<file path="src/hdl/spcw_pkg.sv">
package spcw_pkg;

   // configuration register indexes
   localparam logic [3:0] REG_COLOR_MODE    = 4'd0;
   localparam logic [3:0] REG_BITMAP_COLOR  = 4'd1;
   localparam logic [3:0] REG_SCREEN_WIDTH  = 4'd2;
   localparam logic [3:0] REG_SCREEN_HEIGHT = 4'd3;
   localparam logic [3:0] REG_BAND_0        = 4'd4;

   // number of band registers reachable through the configuration port
   localparam int WRITABLE_BANDS = 4;

   typedef enum logic [1:0] {
      MODE_SOURCE = 2'd0,
      MODE_Y_BAND = 2'd1,
      MODE_X_BAND = 2'd2,
      MODE_BITMAP = 2'd3
   } color_mode_type;

   typedef struct packed {
      logic [15:0] bound;  // 0 means unlimited
      logic [31:0] color;
   } band_type;

   localparam logic [7:0]  KEY_ALPHA      = 8'd0;
   localparam logic [16:0] BOUND_UNLIMITED = 17'h10000;
   localparam band_type    BAND_RESET     = '{bound: 16'h0000, color: 32'hFFFF_FFFF};

endpackage

</file>
<file path="src/hdl/spcw_band_select.sv">
module spcw_band_select #(
   parameter int BAND_COUNT = 4
) (
   input  logic [10:0]             coord,
   input  spcw_pkg::band_type      bands [BAND_COUNT],
   output logic [31:0]             color
);

   // first band in bound order whose bound covers the coordinate,
   // falling back to the largest bound (higher index on ties)
   always_comb begin
      logic        found;
      logic [16:0] pick_bound;
      logic [31:0] pick_color;
      logic [16:0] last_bound;
      logic [31:0] last_color;
      logic [16:0] bound;
      found      = 1'b0;
      pick_bound = '0;
      pick_color = '0;
      last_bound = '0;
      last_color = '0;
      for (int i = 0; i < BAND_COUNT; i++) begin
         bound = (bands[i].bound == 16'h0000) ? spcw_pkg::BOUND_UNLIMITED
                                              : {1'b0, bands[i].bound};
         if (bound >= {6'd0, coord} && (!found || bound < pick_bound)) begin
            found      = 1'b1;
            pick_bound = bound;
            pick_color = bands[i].color;
         end
         if (i == 0 || bound >= last_bound) begin
            last_bound = bound;
            last_color = bands[i].color;
         end
      end
      color = found ? pick_color : last_color;
   end

endmodule

</file>
<file path="src/hdl/sprite_pixel_color_writer.sv">
// channel | direction | payload, lowest bit first
// req     | in        | tdata: dest_col[11:0], dest_row[23:12], src_color[55:24]
// rsp     | out       | tdata: write_address[19:0], write_color[51:20], zero[55:52]
// csr     | in        | csr_index[3:0], csr_data[47:0]
//
// two register stages: a beat is taken into an input register, checked and
// coloured there, and lands in the result register; one beat per clock
// sustained while rsp is not stalled.
// clipped or keyed beats leave the input register without a result, also while
// rsp is stalled, which otherwise holds both stages; req_tready drops only when both are full.
// reset clears both valid bits and loads the register defaults.
module sprite_pixel_color_writer #(
   parameter int MAX_DIM    = 1024,
   parameter int BAND_COUNT = 4
) (
   input  logic        clock,
   input  logic        reset,
   input  logic        req_tvalid,
   output logic        req_tready,
   input  logic [55:0] req_tdata,   // dest_col, dest_row, src_color
   output logic        rsp_tvalid,
   input  logic        rsp_tready,
   output logic [55:0] rsp_tdata,   // write_address, write_color, zero pad
   input  logic        csr_valid,
   output logic        csr_ready,
   input  logic [3:0]  csr_index,
   input  logic [47:0] csr_data
);

   localparam logic [10:0] DIM_CAP = (MAX_DIM > 2047) ? 11'd2047 : 11'(MAX_DIM);

   // configuration registers
   logic [1:0]  color_mode_ff;
   logic [31:0] bitmap_color_ff;
   logic [10:0] screen_width_ff;
   logic [10:0] screen_height_ff;
   spcw_pkg::band_type bands [BAND_COUNT];

   logic csr_write;
   assign csr_ready = 1'b1;
   assign csr_write = csr_valid && csr_ready;

   always_ff @(posedge clock) begin
      if (reset) begin
         color_mode_ff    <= 2'd0;
         bitmap_color_ff  <= 32'hFFFF_FFFF;
         screen_width_ff  <= 11'd256;
         screen_height_ff <= 11'd224;
      end else if (csr_write) begin
         unique case (csr_index)
            spcw_pkg::REG_COLOR_MODE:    color_mode_ff    <= csr_data[1:0];
            spcw_pkg::REG_BITMAP_COLOR:  bitmap_color_ff  <= csr_data[31:0];
            spcw_pkg::REG_SCREEN_WIDTH:  screen_width_ff  <= csr_data[10:0];
            spcw_pkg::REG_SCREEN_HEIGHT: screen_height_ff <= csr_data[10:0];
            default: ;
         endcase
      end
   end

   for (genvar i = 0; i < BAND_COUNT; i++) begin : g_band
      if (i < spcw_pkg::WRITABLE_BANDS) begin : g_reg
         spcw_pkg::band_type band_ff;
         always_ff @(posedge clock) begin
            if (reset) begin
               band_ff <= spcw_pkg::BAND_RESET;
            end else if (csr_write && csr_index == spcw_pkg::REG_BAND_0 + 4'(i)) begin
               band_ff <= csr_data;
            end
         end
         assign bands[i] = band_ff;
      end else begin : g_fixed
         assign bands[i] = spcw_pkg::BAND_RESET;
      end
   end

   // input stage
   logic        s1_valid_ff, s1_valid_in;
   logic [11:0] s1_col_ff;
   logic [11:0] s1_row_ff;
   logic [31:0] s1_color_ff;

   // result stage
   logic        rsp_valid_ff, rsp_valid_in;
   logic [19:0] rsp_addr_ff;
   logic [31:0] rsp_color_ff;

   logic [10:0] eff_w, eff_h;
   logic        keep;
   logic        s1_move, load_out, req_take;
   logic [10:0] ucol, urow, coord;
   logic [21:0] product;
   logic [19:0] addr;
   logic [31:0] band_color, color;

   assign eff_w = (screen_width_ff  > DIM_CAP) ? DIM_CAP : screen_width_ff;
   assign eff_h = (screen_height_ff > DIM_CAP) ? DIM_CAP : screen_height_ff;
   assign ucol  = s1_col_ff[10:0];
   assign urow  = s1_row_ff[10:0];

   assign keep = !s1_col_ff[11] && !s1_row_ff[11]
              && ucol < eff_w && urow < eff_h
              && s1_color_ff[7:0] != spcw_pkg::KEY_ALPHA;

   assign product = urow * eff_w;
   assign addr    = product[19:0] + {9'd0, ucol};
   assign coord   = (spcw_pkg::color_mode_type'(color_mode_ff) == spcw_pkg::MODE_Y_BAND)
                    ? urow : ucol;

   spcw_band_select #(.BAND_COUNT(BAND_COUNT)) u_band_select (
      .coord (coord),
      .bands (bands),
      .color (band_color)
   );

   always_comb begin
      case (spcw_pkg::color_mode_type'(color_mode_ff))
         spcw_pkg::MODE_SOURCE: color = s1_color_ff;
         spcw_pkg::MODE_Y_BAND,
         spcw_pkg::MODE_X_BAND: color = band_color;
         default:               color = bitmap_color_ff;
      endcase
   end

   assign load_out   = s1_valid_ff && keep && (!rsp_valid_ff || rsp_tready);
   assign s1_move    = s1_valid_ff && (!keep || !rsp_valid_ff || rsp_tready);
   assign req_tready = !s1_valid_ff || s1_move;
   assign req_take   = req_tvalid && req_tready;

   always_comb begin
      s1_valid_in = s1_valid_ff;
      if (req_take) begin
         s1_valid_in = 1'b1;
      end else if (s1_move) begin
         s1_valid_in = 1'b0;
      end
      rsp_valid_in = rsp_valid_ff;
      if (load_out) begin
         rsp_valid_in = 1'b1;
      end else if (rsp_tready) begin
         rsp_valid_in = 1'b0;
      end
   end

   always_ff @(posedge clock) begin
      if (reset) begin
         s1_valid_ff  <= 1'b0;
         rsp_valid_ff <= 1'b0;
      end else begin
         s1_valid_ff  <= s1_valid_in;
         rsp_valid_ff <= rsp_valid_in;
      end
   end

   always_ff @(posedge clock) begin
      if (req_take) begin
         s1_col_ff   <= req_tdata[11:0];
         s1_row_ff   <= req_tdata[23:12];
         s1_color_ff <= req_tdata[55:24];
      end
      if (load_out) begin
         rsp_addr_ff  <= addr;
         rsp_color_ff <= color;
      end
   end

   assign rsp_tvalid = rsp_valid_ff;
   assign rsp_tdata  = {4'd0, rsp_color_ff, rsp_addr_ff};

   // both stages empty straight after reset
   assert property (@(posedge clock) reset |=> !s1_valid_ff && !rsp_valid_ff)
      else $error("pipeline not empty after reset");

   // a held beat in the input stage is never lost
   assert property (@(posedge clock) disable iff (reset)
      s1_valid_ff && !s1_move |=> s1_valid_ff)
      else $error("input stage beat dropped while stalled");

   // a result only ever comes from a beat that passed the clip and key checks
   assert property (@(posedge clock) disable iff (reset)
      load_out |-> keep && s1_valid_ff)
      else $error("result loaded from a rejected beat");

   // source colour results never carry the key alpha
   assert property (@(posedge clock) disable iff (reset)
      load_out && spcw_pkg::color_mode_type'(color_mode_ff) == spcw_pkg::MODE_SOURCE
      |=> rsp_tdata[27:20] != spcw_pkg::KEY_ALPHA)
      else $error("keyed pixel reached the output");

   // the input stage only waits on a full, stalled output
   assert property (@(posedge clock) disable iff (reset)
      s1_valid_ff && !req_tready |-> rsp_valid_ff && !rsp_tready && keep)
      else $error("input stalled without back-pressure");

endmodule

</file>
<file path="config.mk">
export PLATFORM = sky130hd
export DESIGN_NAME = sprite_pixel_color_writer
export DESIGN_NICKNAME = d
export VERILOG_FILES = /design/src/hdl/spcw_pkg.sv /design/src/hdl/spcw_band_select.sv /design/src/hdl/sprite_pixel_color_writer.sv
export SDC_FILE = /design/constraint.sdc
export NUM_CORES = 1
export LEC_CHECK = 0
export ABC_AREA = 1
export BUFFER_PORTS_ARGS = -buffer_cell sky130_fd_sc_hd__buf_2
export CAP_MARGIN = 25
export CORE_MARGIN = 2
export CORE_UTILIZATION = 45
export DETAILED_ROUTE_END_ITERATION = 12
export MAX_ROUTING_LAYER = met4
export SYNTH_ARGS = -nofsm -noshare
export SYNTH_HDL_FRONTEND = slang
export SYNTH_HIERARCHICAL = 1
export SYNTH_SLANG_ARGS = --single-unit
</file>
<file path="constraint.sdc">
create_clock -name clock -period 7.8 [get_ports clock]
set_input_delay 1.56 -clock clock [delete_from_list [all_inputs] [get_ports clock]]
set_output_delay 1.56 -clock clock [all_outputs]
set_load 0.005 [all_outputs]
</file>
# Word level (Yosys, flattened, before mapping)
# Cells that the tools add are included.
[totals]
input_bits = 113
reg_bits = 358
out_inout_bits = 59
[classes]
reduce_logical = 44
n_lt_le_gt_ge = 14
n_addsub = 1
mul = 1
mux = 29
eq_ne = 9
[ops]
columns = ["operator", "n"]
rows = [
  ["$mux 32", 8],
  ["$mux 17", 9],
  ["$ge 17x11->1", 4],
  ["$logic_not 16->1", 4],
  ["$pmux 32 s2", 1],
  ["$ge 17x17->1", 3],
  ["$lt 17x17->1", 3],
  ["$mux 11", 3],
  ["$gt 11x11->1 const B", 2],
  ["$lt 11x11->1", 2],
  ["$add 20x11->20", 1],
  ["$mul 11x11->20", 1],
  ["$eq 4x3->1 const B", 4],
  ["$logic_and 1x1->1", 15],
  ["$eq 4x2->1 const B", 2],
  ["$logic_not 1->1", 8],
  ["$mux 1", 8],
  ["$reduce_and 2->1", 4],
  ["$reduce_bool 8->1", 1],
  ["$logic_or 1x1->1", 7],
  ["$eq 4x1->1 const B", 1],
  ["$logic_not 4->1", 1],
  ["$reduce_bool 2->1", 2],
  ["$eq 2x1->1 const B", 1],
  ["other kinds (3)", 3],
]

# Logic depth before layout (Yosys ltp)
# Gate-level depths: netlist of the first run.
[depth]
word_depth = 18
mapped_depth = 60
mapped_depth_nobuf = 53

# By module
# The synthesis of the first run kept the hierarchy.
[by_module_without_submodules]
columns = ["module", "cells_per_inst", "seq_area_each_um2", "instances", "area_per_inst_um2"]
rows = [
  ["sprite_pixel_color_writer", 2044, 8247.9, 1, 17423.0],
  ["spcw_band_select", 1202, 0.0, 1, 6969.2],
]

# Least setup slack after synthesis of the first run
# No wires, ideal clock.
[synth_path]
kind = "reg2reg"
start = "register color_mode_ff[1]"
end = "register rsp_color_ff[1], data pin"
t_required_ns = 7.541
arrival_time_ns = 6.908
path_slack_ns = 0.633
stages_incl_launch_ff = 57
setup_ns = 0.259
cell_sequence = "dfxtp_1 > inv_1 > ha_1 > clkbuf_1 > nand2_1 > o21ai_0 > inv_1 > ha_1 > nand2_1 > nor2_1 > nand4_1 > nand2_1 > nand2_1 > nand2_1 > nand2_2 > nand2_4 > clkbuf_1 > nand2_1 > [21 not listed] > nand2_4 > buf_2 > clkbuf_1 > o21ai_0 > ha_1 > a21oi_1 > nor2_1 > a211oi_1 > o221ai_1 > a21oi_1 > nand2_2 > nand2_4 > nand2_4 > buf_6 > nand2_1 > nand3_1 > a21oi_1 > a21oi_1"
[synth_between]
elab_chain_cells = 18
[synth_lines]
columns = ["element", "line_no", "text"]
rows = [
  ["start: declaration", "sprite_pixel_color_writer.sv:33", "logic [1:0] color_mode_ff;"],
  ["start signal: assignment", "sprite_pixel_color_writer.sv:51", "spcw_pkg::REG_COLOR_MODE: color_mode_ff <= csr_data[1:0];"],
  ["$eq 2x1->1 *", "sprite_pixel_color_writer.sv:106", "assign coord = (spcw_pkg::color_mode_type'(color_mode_ff) == spcw_pkg::MODE_Y_BAND)"],
  ["$mux 11 *", "sprite_pixel_color_writer.sv:107", "? urow : ucol;"],
  ["net coord[4]", "sprite_pixel_color_writer.sv:90", "logic [10:0] ucol, urow, coord;"],
  ["$ge 17x11->1", "spcw_band_select.sv:26", "if (bound >= {6'd0, coord} && (!found || bound < pick_bound)) begin"],
  ["$mux 17 or $mux 1 (tied branches)", "spcw_band_select.sv:26", ""],
  ["$lt 17x17->1 or $logic_not 1->1 (tied branches)", "spcw_band_select.sv:26", ""],
  ["$logic_or 1x1->1", "spcw_band_select.sv:26", ""],
  ["$logic_and 1x1->1", "spcw_band_select.sv:26", ""],
  ["[5 not listed]", "n/a", ""],
  ["$lt 17x17->1 or $logic_not 1->1 (tied branches)", "spcw_band_select.sv:26", ""],
  ["$logic_or 1x1->1", "spcw_band_select.sv:26", ""],
  ["$logic_and 1x1->1", "spcw_band_select.sv:26", ""],
  ["$mux 32 or $mux 1 (tied branches)", "spcw_band_select.sv:26", ""],
  ["$mux 32 *", "spcw_band_select.sv:36", "color = found ? pick_color : last_color;"],
  ["net band_color[1]", "sprite_pixel_color_writer.sv:93", "logic [31:0] band_color, color;"],
  ["$pmux 32 s2 *", "sprite_pixel_color_writer.sv:116", "case (spcw_pkg::color_mode_type'(color_mode_ff))"],
  ["net color[1]", "sprite_pixel_color_writer.sv:93", ""],
  ["end signal: assignment", "sprite_pixel_color_writer.sv:162", "rsp_color_ff <= color;"],
  ["end: declaration", "sprite_pixel_color_writer.sv:85", "logic [31:0] rsp_color_ff;"],
]
# Mark *: on every way through the listed nets, which the timed path passes. The rest lies on a longest branch.
# A chain may end at the register's enable or synchronous reset.

# Worst setup path after layout of the first run
[layout_path]
start = "register g_band[0].g_reg.band_ff (netlist bit bands[176])"
end = "register rsp_color_ff[14], data pin"
[layout_between]
elab_chain_cells = 18
[layout_lines]
columns = ["element", "line_no", "text"]
rows = [
  ["start: declaration", "sprite_pixel_color_writer.sv:62", "spcw_pkg::band_type band_ff;"],
  ["start signal: assignment", "sprite_pixel_color_writer.sv:65", "band_ff <= spcw_pkg::BAND_RESET;"],
  ["start signal: assignment", "sprite_pixel_color_writer.sv:67", "band_ff <= csr_data;"],
  ["$logic_not 16->1", "spcw_band_select.sv:24", "bound = (bands[i].bound == 16'h0000) ? spcw_pkg::BOUND_UNLIMITED"],
  ["$mux 17 *", "spcw_band_select.sv:24", ""],
  ["$ge 17x11->1", "spcw_band_select.sv:26", ""],
  ["$mux 17 or $mux 1 (tied branches)", "spcw_band_select.sv:26", ""],
  ["$lt 17x17->1 or $logic_not 1->1 (tied branches)", "spcw_band_select.sv:26", ""],
  ["$logic_or 1x1->1", "spcw_band_select.sv:26", ""],
  ["$logic_and 1x1->1", "spcw_band_select.sv:26", ""],
  ["$mux 17 or $mux 1 (tied branches)", "spcw_band_select.sv:26", ""],
  ["[4 not listed]", "n/a", ""],
  ["$lt 17x17->1 or $logic_not 1->1 (tied branches)", "spcw_band_select.sv:26", ""],
  ["$logic_or 1x1->1", "spcw_band_select.sv:26", ""],
  ["$logic_and 1x1->1", "spcw_band_select.sv:26", ""],
  ["$mux 32 or $mux 1 (tied branches)", "spcw_band_select.sv:26", ""],
  ["$mux 32 *", "spcw_band_select.sv:36", ""],
  ["net band_color[14]", "sprite_pixel_color_writer.sv:93", ""],
  ["$pmux 32 s2 *", "sprite_pixel_color_writer.sv:116", ""],
  ["net color[14]", "sprite_pixel_color_writer.sv:93", ""],
]
# Marked as above.

==> qor.txt, run 1 <==
worst vdd ir -> 186.2 uV
Hold Crit Class -> reg2reg
Ports -> 172
antenna violations before repair -> 1
Post-DP HPWL -> 57730 um
crit path launch type -> flop
Critical Path Max Stage Delay -> 0.38 ns
EDFF count, synth -> 108
FP Rows -> 85
P_sw -> 2.751 mW
worst hold slack -> 0.4558 ns
number of distinct library cells after synthesis -> 55
Crit path required time -> 8.13 ns
Hold-fix buffers, CTS -> 0
initial drt markers -> 1961
ys flop type -> dfxtp_1
synthesized cell area -> 0.02439 mm^2
die footprint -> 0.05608 mm^2
Worst EP arrival -> 7.83 ns
# fillers -> 5156
DR vias -> 23020
Clk Tree Root Cell -> clkbuf_16
most common cell after layout, fill and taps aside -> nand2_1
area of placed instances -> 0.02575 mm^2
final setup violation count -> 0
die width -> 236.8 um
vias in the first global route -> 22030
Tmin final -> 7.500 ns
Clk Latency, worst-skew pair -> 0.59 ns
final period utilization -> 96.16%
Synth area leader -> dfxtp_1
cells after synthesis -> 3246
worst setup path class -> reg2reg
Sequential Power Share -> 29.4%
Max Freq -> 0.1333 GHz
Max Buffers Root-to-Sink -> 3
layout cells sized above 1 -> 12.40%
H-tree Lvls -> 2
largest net degree at the start of global routing -> 126
utilization after layout -> 51.26%
Avg WL per Cell -> 21.01 um
DRT Wirelength -> 84950 um
DR pass1 iterations -> 6
final hold violation count -> 0
Syn Area/Cell -> 7.515 um^2
area of the core -> 0.05371 mm^2
crit-path max FO -> 18
Worst-Margin Slew -> 0.9427 ns
Worst Clk Skew -> 0.01847 ns
DR vias/cell -> 5.693
Inserted Clock Buffers -> 43
starting density of the core -> 45.42%
detailed-route DRC error count -> 0
NumNets Final -> 3733
clock sinks -> 358
Routed Antenna Nets -> 0
Remaining Overflow, GRT -> 0
gpl congestion -> 0.9551
Synth area leaders -> dfxtp_1 (21%), edfxtp_1 (13%), ha_1 (11%)
P_int -> 4.115 mW
CP Capture Type -> flop
Combinational Power Share -> 39.8%
Worst slew margin -> 36.92%
max-slew violations -> 0
leading cell types in the layout, fill and taps excluded -> nand2_1 (721), nand3_1 (366), nor2_1 (322)
Sw Ratio -> 40.07%
final instance area -> 0.02753 mm^2
Area Growth Syn to Fin -> 12.87%
post-synthesis sequential area ratio -> 33.81%
Chip Height -> 236.8 um
outcome -> finished clean
Overall Power -> 6.866 mW
max_cap viols -> 0
CTS tree -> done
post-synth top area share -> 20.52%
CP max stage cell -> ha_1
clock-pin slew on the worst setup and hold paths -> 0.06 ns
Total GRT Usage -> 30.10%
count of input and output buffers -> 166
Clock Power Share -> 30.7%
share of flip-flops with an asynchronous set or reset -> 0%
static leakage -> 13.32 nW
Power Density -> 249.4 mW/mm^2
Syn. warnings -> 6
first-pass GRT wire length -> 126600 um
FF+latch count, synth -> 358
[cell usage after synthesis (6+ instances only)]
library cell	instances
a211oi_1	6
a21oi_1	205
a31oi_1	33
buf_2	30
buf_4	6
clkbuf_1	182
dfxtp_1	250
edfxtp_1	108
fa_1	90
ha_1	217
inv_1	261
inv_2	18
mux2i_1	32
nand2_1	723
nand3_1	367
nand4_1	27
nor2_1	329
nor2_2	8
nor3_1	12
nor4_1	16
o21ai_0	202
or2_2	34
xnor2_1	6
xor2_1	12
[per-layer routing]
layer / GRT usage, % / up-vias / part of all wire, %
met1: 37.35 / 10990 / 42
met5: - / - / 0
met2: 49.21 / 944 / 47
met4: 14.12 / 0 / 5.0
li1: - / 10850 / -
met3: 3.439 / 242 / 6.5
[timing repair]
| item | 4_1_cts | 5_1_grt |
|---|---|---|
| resized for setup | 2 | 38 |
| endpoints found under the setup margin | 32 | 32 |
| cloned | 0 | 7 |
| pin swaps | 0 | 8 |
| buffers inserted | 0 | 8 |
[state kept, by name, indices dropped and copies added, names as in the netlist]
signal,cells
screen_height_ff,11
rsp_tvalid,1
rsp_color_ff,32
s1_row_ff,12
bitmap_color_ff,32
rsp_addr_ff,20
s1_col_ff,12
s1_valid_ff,1
screen_width_ff,11
s1_color_ff,32
bands,192
color_mode_ff,2
[critical path: cells and delay by family, from the launching register on]
family / cells / cell delay (ns)
and+or+nand+nor: 19 / 3.22
AOI/OAI and AO/OA: 10 / 1.44
adders and majority gates: 3 / 1.05
DFF: 1 / 0.35
buffers and inverters: 6 / 1.17
[final timing paths]
check	start	end	slack [ns]	depth (start not counted)
worst max-delay path	bands[176]	rsp_color_ff[14]	0.30	38
worst min-delay path	bitmap_color_ff[28]	bitmap_color_ff[28]	0.46	2
worst max register to register	bands[176]	rsp_color_ff[14]	0.30	38
worst min register to register	bitmap_color_ff[28]	bitmap_color_ff[28]	0.46	2
[through the flow]
step | setup WS, ns | setup TNS [ns] | std cells
floorplan | 0.6327 | 0 | 3249
finish | 0.2996 | 0 | 4044
global placement | -0.05662 | -1.222 | 3947
global route | -0.01155 | -0.01236 | 4044
detailed placement | -0.2150 | -5.824 | 3949
CTS | 0.1272 | 0 | 4028
[area by class of cell]
type | instances | area, um^2 | share of cell area, %
multi-input combinational | 2390 | 14440 | 52.43
sequential | 358 | 8248 | 29.96
timing repair buffer | 238 | 1431 | 5.199
inverter | 282 | 1067 | 3.877
clock inverter | 18 | 210.2 | 0.7635
antenna | 1 | 2.502 | 0.009089
clock buffer | 61 | 1266 | 4.599
tap | 696 | 870.8 | 3.163
[cell families (layout without fill, tap and decap cells)]
group	Yosys count	count (layout)	share of synthesized area (%)
buffers and inverters	507	599	8.140
adder cells (fa/ha/maj)	307	307	18.52
AO/OA/AOI/OAI	478	478	10.39
multiplexers	32	32	1.313
XOR/XNOR	18	18	0.6463
other	2	6	0.03079
flip-flops	358	358	33.81
AND/OR/NAND/NOR	1544	1550	27.15
[power groups by stage]
stage                     logic [mW]  clock network, mW  registers [mW]
after floorplan                 1.78                  0            2.04
after global placement          2.45                  0            2.06
after detailed placement        2.50                  0            2.06
after CTS                       2.51               2.14            2.02
after global routing            2.98               2.22            2.02
final                           2.74               2.11            2.02
(Power assumes the default switching activity.)
==> run 2: changes to the inputs <==
==> constraint.sdc (replaced) <==
create_clock -name clock -period 8.67 [get_ports clock]
set_input_delay 1.734 -clock clock [delete_from_list [all_inputs] [get_ports clock]]
set_output_delay 1.734 -clock clock [all_outputs]
set_load 0.005 [all_outputs]
==> qor.txt, run 2 (synthesis results as in run 1) <==
worst vdd ir -> 166.8 uV (-10%)
DR top layer -> met4
Inserted Clock Buffers -> 42 (-2.3%)
Worst slew margin -> 31.83% (-5.1 points)
die footprint -> 0.05608 mm^2 (unchanged)
CP Capture Type -> flop
Clk Latency, worst-skew pair -> 0.61 ns (+0.02 ns)
area of the core -> 0.05371 mm^2 (unchanged)
count of input and output buffers -> 166 (unchanged)
Final TNS setup -> 0 ns (unchanged)
RSZ-0062 raised after global routing -> false
Overall Power -> 5.897 mW (-14%)
CTS tree -> done
area of placed instances -> 0.02568 mm^2 (-0.27%)
Clk Tree Root Cell -> clkbuf_16
gpl congestion -> 0.9447 (-1.1%)
most used cell, CP -> nand2_1
Chip Height -> 236.8 um (unchanged)
final instance area -> 0.02708 mm^2 (-1.6%)
clock-pin slew on the worst setup and hold paths -> 0.06 ns (about the same)
Max Freq -> 0.1231 GHz (-7.7%)
met1 WL -> 34220 um (-4.0%)
Tmin final -> 8.123 ns (+0.6227 ns)
layout cells sized above 1 -> 11.02% (-1.4 points)
worst setup path class -> reg2reg
crit path launch type -> flop
CP max stage cell -> nand3_4
Area Growth Syn to Fin -> 11.01%
met3 WL post-DR -> 4812 um (-12%)
Routed Antenna Nets -> 0 (unchanged)
Worst-Margin Slew -> 1.023 ns (+0.07982 ns)
DR vias -> 22500 (-2.3%)
NumNets Final -> 3706 (-0.72%)
die width -> 236.8 um (unchanged)
max-slew violations -> 0 (unchanged)
initial drt markers -> 1776 (-9.4%)
DR pass1 iterations -> 6 (unchanged)
clock sinks -> 358 (unchanged)
Total GRT Usage -> 29.87% (-0.23 points)
worst hold slack -> 0.4585 ns (+0.002664 ns)
Worst Clk Skew -> 0.05060 ns (+0.03213 ns)
Hold Crit Class -> reg2reg
crit-path max FO -> 34 (+16)
Hold-fix buffers, CTS -> 0 (unchanged)
Avg WL per Cell -> 20.45 um (-2.6%)
CTS resizes -> 1 (-1)
Ports -> 172 (unchanged)
Remaining Overflow, GRT -> 0 (unchanged)
detailed-route DRC error count -> 0 (unchanged)
outcome -> finished clean
final hold violation count -> 0 (unchanged)
vias in the first global route -> 22020 (-0.045%)
Max Buffers Root-to-Sink -> 3 (unchanged)
Post-CTS Setup Inserts -> 0 (unchanged)
starting density of the core -> 45.42% (unchanged)
Worst EP arrival -> 8.48 ns (+0.65 ns)
antenna violations before repair -> 1 (unchanged)
max_cap viols -> 0 (unchanged)
static leakage -> 13.07 nW (-1.9%)
final period utilization -> 93.69% (-2.5 points)
first-pass GRT wire length -> 126000 um (-0.44%)
largest net degree at the start of global routing -> 96 (-24%)
max reg flops -> 192 (unchanged)
H-tree Lvls -> 2 (unchanged)
Post-DP HPWL -> 57420 um (-0.54%)
Critical Path Max Stage Delay -> 0.48 ns (+0.10 ns)
DR WL met2 -> 39400 um (-0.48%)
# fillers -> 5271 (+2.2%)
leading cell types in the layout, fill and taps excluded -> nand2_1 (722), nand3_1 (366), nor2_1 (322)
final setup violation count -> 0 (unchanged)
DR vias/cell -> 5.600 (-1.6%)
Crit path required time -> 9.03 ns (+0.90 ns)
Power Density -> 217.8 mW/mm^2 (-13%)
FP Rows -> 85 (unchanged)
DRT Wirelength -> 82160 um (-3.3%)
most common cell after layout, fill and taps aside -> nand2_1
run 2: changes by cell type in the layout (fill, tap and decap cells not counted), sizes merged:
cell      previous run  this run
inv                281       279
clkinvlp             2         1
nand2              737       733
clkbuf              62        61
bufinv               4         1
clkinv              13        18
nand3              369       367
buf                237       218
run 2: power by group:
part           total (mW)  switching (mW)  internal (mW)  leakage [nW]
registers            1.82          0.0410           1.78          3.05
clock network        1.75           0.768          0.987         0.648
logic                2.32            1.59          0.729          9.38
total                5.90            2.40           3.50          13.1
run 2: path summary, 6_finish.rpt:
kind                                     startpoint                   to  slack, ns  cells after the start
worst max-delay path                     bands[135]      rsp_color_ff[3]       0.55                     42
worst min-delay path            bitmap_color_ff[22]  bitmap_color_ff[22]       0.46                      2
worst max register to register           bands[135]      rsp_color_ff[3]       0.55                     42
worst min register to register  bitmap_color_ff[22]  bitmap_color_ff[22]       0.46                      2
run 2: metrics by stage:
stage	utilization (%)	worst slack, ns	instances
floorplan	-	1.503	3249
global placement	47.69	0.05346	3935
detailed placement	47.82	-0.1299	3938
CTS	50.34	0.1531	4016
global route	50.42	0.03848	4017
finish	50.42	0.5469	4017
run 2: critical path, delay by kind of cell (launching register included):
kind / cells / cell delay (ns)
flip-flops: 1 / 0.30
adder cells (fa/ha/maj): 3 / 1.05
buffers and inverters: 9 / 1.40
AND/OR/NAND/NOR: 19 / 3.19
AO/OA/AOI/OAI: 11 / 1.94
run 2: per-layer routing:
metal  GRT usage (%)  vias up
met5               -        -
met4           12.89        0
met3           3.171      185
met2           49.86      812
met1           36.79    10710
li1                -    10790
run 2: final cells by class:
| type | count | area, um^2 | area share (%) |
|---|---|---|---|
| Inverter | 282 | 1064 | 3.928 |
| Tap cell | 696 | 870.8 | 3.216 |
| Sequential cell | 358 | 8248 | 30.46 |
| Multi-Input combinational cell | 2384 | 14280 | 52.73 |
| Antenna cell | 1 | 2.502 | 0.009241 |
| Clock buffer | 61 | 1182 | 4.366 |
| Clock inverter | 17 | 167.7 | 0.6192 |
| Timing Repair Buffer | 218 | 1266 | 4.676 |
